[src/rtl/core/sdspi_pkg.sv]
package sdspi_pkg;

    localparam logic [1:0] OP_SLOT  = 2'd0;
    localparam logic [1:0] OP_CMD   = 2'd1;
    localparam logic [1:0] OP_READ  = 2'd2;
    localparam logic [1:0] OP_WRITE = 2'd3;

    localparam logic [1:0] ST_OK       = 2'd0;
    localparam logic [1:0] ST_R1_ERR   = 2'd1;
    localparam logic [1:0] ST_TIMEOUT  = 2'd2;
    localparam logic [1:0] ST_REJECTED = 2'd3;

    localparam logic [1:0] CFG_RESP_LIMIT  = 2'd0;
    localparam logic [1:0] CFG_TOKEN_LIMIT = 2'd1;
    localparam logic [1:0] CFG_CRC         = 2'd2;

    localparam logic [4:0] PH_IDLE        = 5'd0;
    localparam logic [4:0] PH_FRAME       = 5'd1;
    localparam logic [4:0] PH_R1_START    = 5'd2;
    localparam logic [4:0] PH_R1_WAIT     = 5'd3;
    localparam logic [4:0] PH_CMD_TAIL    = 5'd4;
    localparam logic [4:0] PH_TOKEN_START = 5'd5;
    localparam logic [4:0] PH_TOKEN_WAIT  = 5'd6;
    localparam logic [4:0] PH_READ_DATA   = 5'd7;
    localparam logic [4:0] PH_READ_TAIL   = 5'd8;
    localparam logic [4:0] PH_WR_TOKEN    = 5'd9;
    localparam logic [4:0] PH_WR_DATA     = 5'd10;
    localparam logic [4:0] PH_WR_CRC      = 5'd11;
    localparam logic [4:0] PH_WR_RESP     = 5'd12;
    localparam logic [4:0] PH_BUSY1       = 5'd13;
    localparam logic [4:0] PH_GAP         = 5'd14;
    localparam logic [4:0] PH_BUSY2_START = 5'd15;
    localparam logic [4:0] PH_BUSY2       = 5'd16;

    localparam logic [5:0] CMD_READ_SINGLE  = 6'd17;
    localparam logic [5:0] CMD_WRITE_SINGLE = 6'd24;

    localparam logic [7:0] CMD_START_BITS = 8'h40;
    localparam logic [7:0] BYTE_IDLE      = 8'hFF;
    localparam logic [7:0] TOKEN_START    = 8'hFE;
    localparam logic [4:0] DRESP_MASK     = 5'h1F;
    localparam logic [4:0] DRESP_ACCEPT   = 5'h05;

    localparam logic [7:0]  RESP_LIMIT_RST  = 8'd255;
    localparam logic [15:0] TOKEN_LIMIT_RST = 16'hFFFF;
    localparam logic [7:0]  CRC_RST         = 8'h95;

    typedef struct packed {
        logic [1:0]  opcode;
        logic [5:0]  command_index;
        logic [31:0] argument;
        logic [22:0] block_address;
        logic [7:0]  write_byte;
        logic [7:0]  card_byte;
    } t_in_item;

    typedef struct packed {
        logic [7:0] send_byte;
        logic       select_card;
        logic [7:0] read_byte;
        logic       read_valid;
        logic       wants_write_byte;
        logic       done_res;
        logic [1:0] status;
        logic [7:0] card_response;
    } t_out_item;

    typedef struct packed {
        logic [7:0]  resp_limit;
        logic [15:0] token_limit;
        logic [7:0]  crc;
    } t_cfg;

    typedef struct packed {
        logic [4:0]  phase;
        logic [1:0]  kind;
        logic [5:0]  cmd;
        logic [31:0] arg;
        logic [15:0] poll;
        logic [7:0]  held;
    } t_state;

endpackage

[src/rtl/core/sdspi_step.sv]
module sdspi_step #(
    parameter int BLOCK_BYTES = 512,
    parameter int CW          = $clog2(BLOCK_BYTES + 1)
) (
    input  sdspi_pkg::t_in_item  i_item,
    input  sdspi_pkg::t_state    i_state,
    input  logic [CW-1:0]        i_bcnt,
    input  sdspi_pkg::t_cfg      i_cfg,
    output sdspi_pkg::t_state    o_state,
    output logic [CW-1:0]        o_bcnt,
    output sdspi_pkg::t_out_item o_res
);

    localparam logic [CW-1:0] BLK_END = CW'(BLOCK_BYTES);

    logic [7:0]  cb;
    logic [CW-1:0] bcnt_inc;
    logic [31:0] blk_arg;
    logic [5:0]  new_cmd;
    logic [7:0]  frame_byte;
    logic        fin;
    logic [1:0]  fin_st;

    assign cb       = i_item.card_byte;
    assign bcnt_inc = i_bcnt + CW'(1);
    assign blk_arg  = 32'(i_item.block_address) * 32'(BLOCK_BYTES);

    always_comb begin
        case (i_bcnt[2:0])
            3'd1:    frame_byte = i_state.arg[31:24];
            3'd2:    frame_byte = i_state.arg[23:16];
            3'd3:    frame_byte = i_state.arg[15:8];
            default: frame_byte = i_state.arg[7:0];
        endcase
    end

    always_comb begin
        o_state = i_state;
        o_bcnt  = i_bcnt;
        o_res   = '0;
        o_res.send_byte   = sdspi_pkg::BYTE_IDLE;
        o_res.select_card = 1'b1;
        fin     = 1'b0;
        fin_st  = sdspi_pkg::ST_OK;
        new_cmd = i_item.command_index;

        case (i_state.phase)
            sdspi_pkg::PH_IDLE: begin
                if (i_item.opcode == sdspi_pkg::OP_SLOT) begin
                    o_res.select_card = 1'b0;
                end else begin
                    o_state.kind = i_item.opcode;
                    if (i_item.opcode == sdspi_pkg::OP_CMD) begin
                        new_cmd     = i_item.command_index;
                        o_state.arg = i_item.argument;
                    end else begin
                        new_cmd = (i_item.opcode == sdspi_pkg::OP_READ) ?
                                  sdspi_pkg::CMD_READ_SINGLE : sdspi_pkg::CMD_WRITE_SINGLE;
                        o_state.arg = blk_arg;
                    end
                    o_state.cmd     = new_cmd;
                    o_res.send_byte = {2'b01, new_cmd};
                    o_bcnt          = CW'(1);
                    o_state.phase   = sdspi_pkg::PH_FRAME;
                end
            end
            sdspi_pkg::PH_FRAME: begin
                if (i_bcnt >= CW'(5)) begin
                    o_res.send_byte = i_cfg.crc;
                    o_state.phase   = sdspi_pkg::PH_R1_START;
                end else begin
                    o_res.send_byte = frame_byte;
                    o_bcnt          = bcnt_inc;
                end
            end
            sdspi_pkg::PH_R1_START: begin
                o_state.poll  = '0;
                o_state.phase = sdspi_pkg::PH_R1_WAIT;
            end
            sdspi_pkg::PH_R1_WAIT: begin
                if (cb != sdspi_pkg::BYTE_IDLE || i_state.poll >= {8'd0, i_cfg.resp_limit}) begin
                    o_state.held  = cb;
                    o_state.phase = sdspi_pkg::PH_CMD_TAIL;
                end else begin
                    o_state.poll = i_state.poll + 16'd1;
                end
            end
            sdspi_pkg::PH_CMD_TAIL: begin
                if (i_state.held == sdspi_pkg::BYTE_IDLE) begin
                    fin = 1'b1; fin_st = sdspi_pkg::ST_TIMEOUT;
                end else if (i_state.held != 8'd0) begin
                    fin = 1'b1; fin_st = sdspi_pkg::ST_R1_ERR;
                end else if (i_state.kind == sdspi_pkg::OP_READ) begin
                    o_state.phase = sdspi_pkg::PH_TOKEN_START;
                end else if (i_state.kind == sdspi_pkg::OP_WRITE) begin
                    o_state.phase = sdspi_pkg::PH_WR_TOKEN;
                end else begin
                    fin = 1'b1;
                end
            end
            sdspi_pkg::PH_TOKEN_START: begin
                o_state.poll  = '0;
                o_state.phase = sdspi_pkg::PH_TOKEN_WAIT;
            end
            sdspi_pkg::PH_TOKEN_WAIT: begin
                if (cb == sdspi_pkg::TOKEN_START) begin
                    o_bcnt        = '0;
                    o_state.phase = sdspi_pkg::PH_READ_DATA;
                end else if (i_state.poll >= i_cfg.token_limit) begin
                    fin = 1'b1; fin_st = sdspi_pkg::ST_TIMEOUT;
                end else begin
                    o_state.poll = i_state.poll + 16'd1;
                end
            end
            sdspi_pkg::PH_READ_DATA: begin
                o_res.read_byte  = cb;
                o_res.read_valid = 1'b1;
                if (bcnt_inc >= BLK_END) begin
                    o_bcnt        = '0;
                    o_state.phase = sdspi_pkg::PH_READ_TAIL;
                end else begin
                    o_bcnt = bcnt_inc;
                end
            end
            sdspi_pkg::PH_READ_TAIL: begin
                if (i_bcnt >= CW'(2)) begin
                    fin = 1'b1;
                end else begin
                    o_bcnt = bcnt_inc;
                end
            end
            sdspi_pkg::PH_WR_TOKEN: begin
                o_res.send_byte        = sdspi_pkg::TOKEN_START;
                o_res.wants_write_byte = 1'b1;
                o_bcnt                 = '0;
                o_state.phase          = sdspi_pkg::PH_WR_DATA;
            end
            sdspi_pkg::PH_WR_DATA: begin
                o_res.send_byte = i_item.write_byte;
                if (bcnt_inc >= BLK_END) begin
                    o_bcnt        = '0;
                    o_state.phase = sdspi_pkg::PH_WR_CRC;
                end else begin
                    o_bcnt                 = bcnt_inc;
                    o_res.wants_write_byte = 1'b1;
                end
            end
            sdspi_pkg::PH_WR_CRC: begin
                if (i_bcnt >= CW'(2)) begin
                    o_state.phase = sdspi_pkg::PH_WR_RESP;
                end else begin
                    o_bcnt = bcnt_inc;
                end
            end
            sdspi_pkg::PH_WR_RESP: begin
                o_state.held = cb;
                if ((cb[4:0] & sdspi_pkg::DRESP_MASK) != sdspi_pkg::DRESP_ACCEPT) begin
                    fin = 1'b1; fin_st = sdspi_pkg::ST_REJECTED;
                end else begin
                    o_state.poll  = '0;
                    o_state.phase = sdspi_pkg::PH_BUSY1;
                end
            end
            sdspi_pkg::PH_BUSY1: begin
                if (cb != 8'd0) begin
                    o_state.phase = sdspi_pkg::PH_GAP;
                end else if (i_state.poll >= i_cfg.token_limit) begin
                    fin = 1'b1; fin_st = sdspi_pkg::ST_TIMEOUT;
                end else begin
                    o_state.poll = i_state.poll + 16'd1;
                end
            end
            sdspi_pkg::PH_GAP: begin
                o_res.select_card = 1'b0;
                o_state.phase     = sdspi_pkg::PH_BUSY2_START;
            end
            sdspi_pkg::PH_BUSY2_START: begin
                o_state.phase = sdspi_pkg::PH_BUSY2;
            end
            sdspi_pkg::PH_BUSY2: begin
                if (cb != 8'd0) begin
                    fin = 1'b1;
                end else if (i_state.poll >= i_cfg.token_limit) begin
                    fin = 1'b1; fin_st = sdspi_pkg::ST_TIMEOUT;
                end else begin
                    o_state.poll = i_state.poll + 16'd1;
                end
            end
            default: begin
                o_res.select_card = 1'b0;
                o_state.phase     = sdspi_pkg::PH_IDLE;
            end
        endcase

        if (fin) begin
            o_res.done_res      = 1'b1;
            o_res.status        = fin_st;
            o_res.card_response = o_state.held;
            o_state.phase       = sdspi_pkg::PH_IDLE;
        end
    end

endmodule

[src/rtl/core/sd_spi_command_and_block_engine_unit.sv]
// Two register stages: the input register holds an item, the output register its result.
// One item per cycle unless stalled: the sequencer step is one pass between the two registers.
// The input side stalls only while both registers are full and the output side stalls.
// Reset: synchronous, active low; returns to idle, clears sequencer state and both valid flags,
// and loads the register defaults (poll limits 255 and 65535, command CRC 0x95).
module sd_spi_command_and_block_engine_unit #(
    parameter int BLOCK_BYTES = 512
) (
    input  logic                 i_clk,
    input  logic                 i_rst_n,
    input  logic                 i_in_valid,
    output logic                 o_in_stall,
    input  sdspi_pkg::t_in_item  i_in_item,
    output logic                 o_out_valid,
    input  logic                 i_out_stall,
    output sdspi_pkg::t_out_item o_out_item,
    input  logic                 i_cfg_we,
    input  logic [1:0]           i_cfg_index,
    input  logic [15:0]          i_cfg_data
);

    localparam int CW = $clog2(BLOCK_BYTES + 1);

    logic                 r_in_valid;
    sdspi_pkg::t_in_item  r_in_item;
    logic                 r_out_valid;
    sdspi_pkg::t_out_item r_out_item;
    sdspi_pkg::t_state    r_state;
    sdspi_pkg::t_state    n_state;
    logic [CW-1:0]        r_bcnt;
    logic [CW-1:0]        n_bcnt;
    sdspi_pkg::t_cfg      r_cfg;
    sdspi_pkg::t_out_item n_out_item;
    logic                 adv;
    logic                 in_take;

    assign adv         = r_in_valid & (~r_out_valid | ~i_out_stall);
    assign o_in_stall  = r_in_valid & r_out_valid & i_out_stall;
    assign in_take     = i_in_valid & ~o_in_stall;
    assign o_out_valid = r_out_valid;
    assign o_out_item  = r_out_item;

    sdspi_step #(
        .BLOCK_BYTES(BLOCK_BYTES),
        .CW         (CW)
    ) u_step (
        .i_item (r_in_item),
        .i_state(r_state),
        .i_bcnt (r_bcnt),
        .i_cfg  (r_cfg),
        .o_state(n_state),
        .o_bcnt (n_bcnt),
        .o_res  (n_out_item)
    );

    always_ff @(posedge i_clk) begin
        if (!i_rst_n) begin
            r_in_valid        <= 1'b0;
            r_out_valid       <= 1'b0;
            r_state           <= '0;
            r_bcnt            <= '0;
            r_cfg.resp_limit  <= sdspi_pkg::RESP_LIMIT_RST;
            r_cfg.token_limit <= sdspi_pkg::TOKEN_LIMIT_RST;
            r_cfg.crc         <= sdspi_pkg::CRC_RST;
        end else begin
            if (in_take) begin
                r_in_valid <= 1'b1;
            end else if (adv) begin
                r_in_valid <= 1'b0;
            end
            if (adv) begin
                r_out_valid <= 1'b1;
                r_state     <= n_state;
                r_bcnt      <= n_bcnt;
            end else if (!i_out_stall) begin
                r_out_valid <= 1'b0;
            end
            if (i_cfg_we) begin
                case (i_cfg_index)
                    sdspi_pkg::CFG_RESP_LIMIT:  r_cfg.resp_limit  <= i_cfg_data[7:0];
                    sdspi_pkg::CFG_TOKEN_LIMIT: r_cfg.token_limit <= i_cfg_data;
                    sdspi_pkg::CFG_CRC:         r_cfg.crc         <= i_cfg_data[7:0];
                    default: begin
                    end
                endcase
            end
        end
    end

    always_ff @(posedge i_clk) begin
        if (in_take) begin
            r_in_item <= i_in_item;
        end
        if (adv) begin
            r_out_item <= n_out_item;
        end
    end

endmodule

[config.mk]
export PLATFORM = sky130hd
export DESIGN_NAME = sd_spi_command_and_block_engine_unit
export DESIGN_NICKNAME = d
export VERILOG_FILES = /design/src/rtl/core/sdspi_pkg.sv /design/src/rtl/core/sdspi_step.sv /design/src/rtl/core/sd_spi_command_and_block_engine_unit.sv
export SDC_FILE = /design/constraint.sdc
export NUM_CORES = 1
export LEC_CHECK = 0
export BUFFER_PORTS_ARGS = -buffer_cell sky130_fd_sc_hd__buf_2
export CAP_MARGIN = 20
export CORE_ASPECT_RATIO = 1.25
export CORE_MARGIN = 2
export CORE_UTILIZATION = 50
export CTS_BUF_LIST = sky130_fd_sc_hd__clkbuf_8
export CTS_CLUSTER_SIZE = 20
export DETAILED_ROUTE_END_ITERATION = 10
export PLACE_DENSITY = 0.7
export SYNTH_ARGS = -nofsm -noshare
export SYNTH_HDL_FRONTEND = slang
export SYNTH_HIERARCHICAL = 1
export SYNTH_SLANG_ARGS = --single-unit
[constraint.sdc]
create_clock -name i_clk -period 13.4 [get_ports i_clk]
set_input_delay 2.01 -clock i_clk [delete_from_list [all_inputs] [get_ports i_clk]]
set_output_delay 2.01 -clock i_clk [all_outputs]
set_load 0.05 [all_outputs]
=== After elaboration in Yosys (flattened, before gate mapping) ===
Cells that the tools add are included.
Widths: inputs -> output; s select.

* $add $sub $neg: 2
* Multipliers: 0
* Div/mod/pow operators: 0
* $lt $le $gt $ge: 5
* Equality and inequality tests: 51
* Shifts and indexed selects: 0
* Mux-type cells: 64
* Bitwise logic cells: 9
* Reduce and logical (&&, ||, !) cells: 22

{| class="wikitable"
|+ Operators by type and width
! operator !! count
|-
| $mux 16 || 5
|-
| $pmux 16 s5 || 1
|-
| $pmux 5 s16 || 1
|-
| $mux 5 || 13
|-
| $pmux 10 s6 || 1
|-
| $mux 10 || 5
|-
| $mux 45 || 1
|-
| $eq 5x4->1 const B || 8
|-
| $mux 32 || 1
|-
| $pmux 8 s4 || 1
|-
| $mux 8 || 3
|-
| $pmux 8 s3 || 1
|-
| $ne 3x1->1 const B || 7
|-
| $eq 5x3->1 const B || 4
|-
| $mux 1 || 18
|-
| $add 16x1->16 const B || 1
|-
| $eq 8x8->1 const B || 2
|-
| $ge 16x16->1 || 1
|-
| $ge 16x8->1 || 1
|-
| $pmux 8 s2 || 1
|-
| $reduce_bool 8->1 || 2
|-
| $reduce_or 15->1 || 1
|-
| $ne 2x2->1 const B || 7
|-
| $reduce_and 14->1 || 1
|-
| 36 further kinds || 66
|}

* Bits in registers: 222
* Latch bits: 0
* Memory bits (writable): 0
* ROM bits: 0
* Bits of input ports: 102
* Output and inout port bits: 32
* Word-level logic and storage cells: 179
* Memories: 0

=== Depth between registers and ports, before layout ===
* Word-level depth: 8
* Depth in mapped cells: 13
* Depth with buffers taken out: 12

=== Modules after synthesis ===
Netlist, hierarchy kept.

{| class="wikitable"
|+ Modules (own cells, without submodules)
! module !! times used !! cells an instance !! area an instance (um^2) !! sequential area each (um^2)
|-
| sd_spi_command_and_block_engine_unit || 1 || 592 || 7977.7 || 5535.3
|-
| sdspi_step || 1 || 583 || 3636.0 || 0.0
|}

=== Worst setup path after synthesis ===
OpenSTA, ideal clock, no wires.

* Kind: input port to flip-flop
* Start: input i_out_stall
* End: register r_in_item[0] in the netlist's numbering (enable)
* Library setup time: 0.525 ns
* Arrival time: 5.850 ns
* Required time: 12.875 ns
* Slack: 7.026 ns
* Stages on the path: 2
* Path buffers: 0
* Path through: and3_2 > nor2b_1

* Cells in the longest elaborated chain, start to end: 3

{| class="wikitable"
|+ RTL lines
! item !! line !! source
|-
| from (decl) || sd_spi_command_and_block_engine_unit.sv:15 || <nowiki>input logic i_out_stall,</nowiki>
|-
| $and 1x1->1 || sd_spi_command_and_block_engine_unit.sv:38 || <nowiki>assign o_in_stall = r_in_valid & r_out_valid & i_out_stall;</nowiki>
|-
| $not 1->1 || sd_spi_command_and_block_engine_unit.sv:39 || <nowiki>assign in_take = i_in_valid & ~o_in_stall;</nowiki>
|-
| $and 1x1->1 || sd_spi_command_and_block_engine_unit.sv:39 ||
|-
| named net in_take || sd_spi_command_and_block_engine_unit.sv:35 || <nowiki>logic in_take;</nowiki>
|-
| to (signal assigned) || sd_spi_command_and_block_engine_unit.sv:92 || <nowiki>r_in_item <= i_in_item;</nowiki>
|-
| to (decl) || sd_spi_command_and_block_engine_unit.sv:25 || <nowiki>sdspi_pkg::t_in_item r_in_item;</nowiki>
|}

The timed path passes the listed nets, and every way through them passes these cells.
A chain may end at the register's enable or synchronous reset.

=== Worst setup path in the final report ===
* Start: input i_out_stall
* End: output o_in_stall

* Cells in the longest elaborated chain, start to end: 1

{| class="wikitable"
|+ RTL lines
! item !! line !! source
|-
| $and 1x1->1 || sd_spi_command_and_block_engine_unit.sv:38 ||
|-
| to (decl) || sd_spi_command_and_block_engine_unit.sv:12 || <nowiki>output logic o_in_stall,</nowiki>
|}

Every way passes these cells.

==> summary.txt <==
Placed design
  • Post-DP HPWL: 17300 µm
  • Placement Cell Area: around 12000 µm²
  • Final GP Congestion: about 0.91
  • Port buffer count: around 130

Drt
  • Routed Antenna Nets: 0
  • Initial drt markers: 572
  • DRC: 0
  • DRT Pass-1 Iters: 5
  • Final WL: around 25000 µm
  • Vias per inst: roughly 5.6
  • Via count: ~8700
  • DR WL/cell: 16.4 µm

STA
  • Worst slew pin tran: 1.18 ns
  • Fin crit share: approximately a third
  • Fin. Hold Viols: 0
  • TNS Setup: 0 ns
  • Fin Hold WS: between 0.4 and 0.5 ns
  • Slew Limit Fails: 0
  • Worst slew margin: about a fifth
  • RSZ-0062 raised after global routing: false
  • Clock Skews: between 0.02 and 0.025 ns
  • F_max: ~210 MHz
  • Min cycle time layout: approximately 4.7 ns
  • Final Setup Violations: 0

Pwr
  • Clock power share: 40.2%
  • Tot Pwr: approximately 1.5 mW
  • LEAKAGE: 5.18 nW
  • Comb power frac: around 9%
  • Reg power frac: 50.7%
  • Power Internal: between 1 and 1.5 mW
  • Worst VDD drop: 0.0844 mV
  • Switching share of power: 24.8%
  • PwrDens: roughly 120 nW/µm²
  • Sw Pwr: around 360 µW

Worst setup path
  • CP max stage delay: roughly 0.27 ns
  • Critical path endpoint category: output pin
  • WP depth: 3
  • Worst path required time: between 10 and 15 ns
  • Crit path max fanout: 3
  • R2R cell count: 12
  • Top Family by Delay on Critical Path: buffers and inverters
  • Slowest-stage cell, CP: buf_2
  • R2r setup slk: between 9 and 10 ns
  • CP bufs+invs: 2
  • Arr. time, crit path: approximately 2.7 ns
  • Cell mode on critical path: buf_2
  • Worst Setup Path Type: input pin to output pin
  • Crit path cell chain: buf_2 -> and3_2 -> buf_2
  • Worst setup SP type: input pin

Logic synthesis
  • Post-synthesis cell count: approximately 1100
  • Avg Cell Area, Syn: approximately 9.9 µm²
  • Synth warnings: 6
  • Syn_nets: around 1300
  • Syn Std Cell Area: roughly 11000 µm²

Layout
  • Commonest non-fill, non-tap cells in the layout: 203 x nand2_1, 133 x buf_2, 109 x edfxtp_1
  • Commonest non-fill, non-tap cell in the layout: nand2_1
  • Design area: around 13000 µm²
  • Final Core Density: 57.0%
  • P&R area growth vs syn: 11.7%
  • Share of layout cells above drive strength 1: between 15 and 20%
  • Filler instances: a little under 2000
  • # nets final: around 1400
  • N_diodes: 0

Clock tree
  • H-tree levels: 2
  • CTS Sinks: around 220
  • Post-CTS setup buffers: 0
  • Hold buffers post-CTS: 0
  • Clock buffer depth: 3
  • CTS tree: done
  • Reg clk slew, reported paths: ~0.060 ns
  • CTS buffer count: 36
  • Post-cts gate resize count: 0
  • Worst skew pair latency: between 0.5 and 0.6 ns
  • Clock Tree Root: clkbuf_8

Floorplan
  • Row cnt: roughly 60
  • IO Pins: about 130
  • Die area: 23900 µm²
  • Chip width: 139 µm
  • Die height: between 150 and 200 µm
  • Core area: ~22000 µm²
  • Initial Util: roughly 51%

Run status
  • Status: complete, no violations

GRT
  • Largest net degree at the start of global routing: 120
  • Gr ovfl total: 0
  • Global-route wire length before repair: slightly above 40000 µm
  • Busiest grt layer: met2
  • Met3 Usage GRT: 3.99%
  • Initial antenna violation count: 0
  • GR Layer Usage met1: approximately 25%
  • Overall global routing resource usage: 21.2%
  • Number of global-route vias before repair: 8339
  • GR Util met2: roughly 38%

Job
  • Number of max-cap violations: 0

Min path
  • Hold Crit Class: register to register
  • WHS Path Cells: 2
-- metrics by stage --
step / std cells / setup slack [ns]
floorplan: 1141 / 7.03
global placement: 1491 / 8.76
detailed placement: 1491 / 8.75
CTS: 1555 / 8.75
global route: 1556 / 8.73
finish: 1556 / 8.74
-- power groups by stage --
stage	sequential [mW]	clock (mW)	combinational, mW
finish	0.740	0.587	0.132
floorplan	0.766	0	0.0847
global placement	0.754	0	0.130
CTS	0.740	0.604	0.132
global route	0.743	0.635	0.145
detailed placement	0.754	0	0.132
-- final cells by class --
cell class | instances | area [µm²] | area share (%)
Inverter | 44 | 165 | 1.31
Multi-Input combinational cell | 803 | 5230 | 41.3
Clock inverter | 22 | 149 | 1.18
Clock buffer | 42 | 578 | 4.57
Sequential cell | 216 | 5420 | 42.8
Timing Repair Buffer | 146 | 763 | 6.03
Tap cell | 283 | 354 | 2.80
-- layer usage --
layer	up-vias	routed length, µm
li1	4332	-
met1	4099	10500
met2	218	12700
met3	60	1260
met4	0	977
met5	-	0
-- worst register-to-register path: cells and delay by family (launching register included) --
kind | cells | cell delay, ns
AO/OA/AOI/OAI | 5 | 2.01
flip-flops | 1 | 0.41
adder cells (fa/ha/maj) | 1 | 0.28
multiplexers | 2 | 0.22
AND/OR/NAND/NOR | 2 | 0.19
buffers and inverters | 2 | 0.36
-- state kept, by name, summed over array words and instances, names as in the netlist --
| signal | flops |
|---|---|
| r_in_item | 79 |
| r_in_valid | 1 |
| r_cfg | 32 |
| r_bcnt | 10 |
| o_out_valid | 1 |
| o_out_item | 30 |
| r_state | 63 |
-- worst paths after layout --
path                             startpoint     endpoint
worst min register to register     r_cfg[5]     r_cfg[5]
worst max-delay path            i_out_stall   o_in_stall
worst max register to register   r_state[8]  r_state[12]
worst min-delay path               r_cfg[5]     r_cfg[5]
Power figures use the tool's default switching activity.
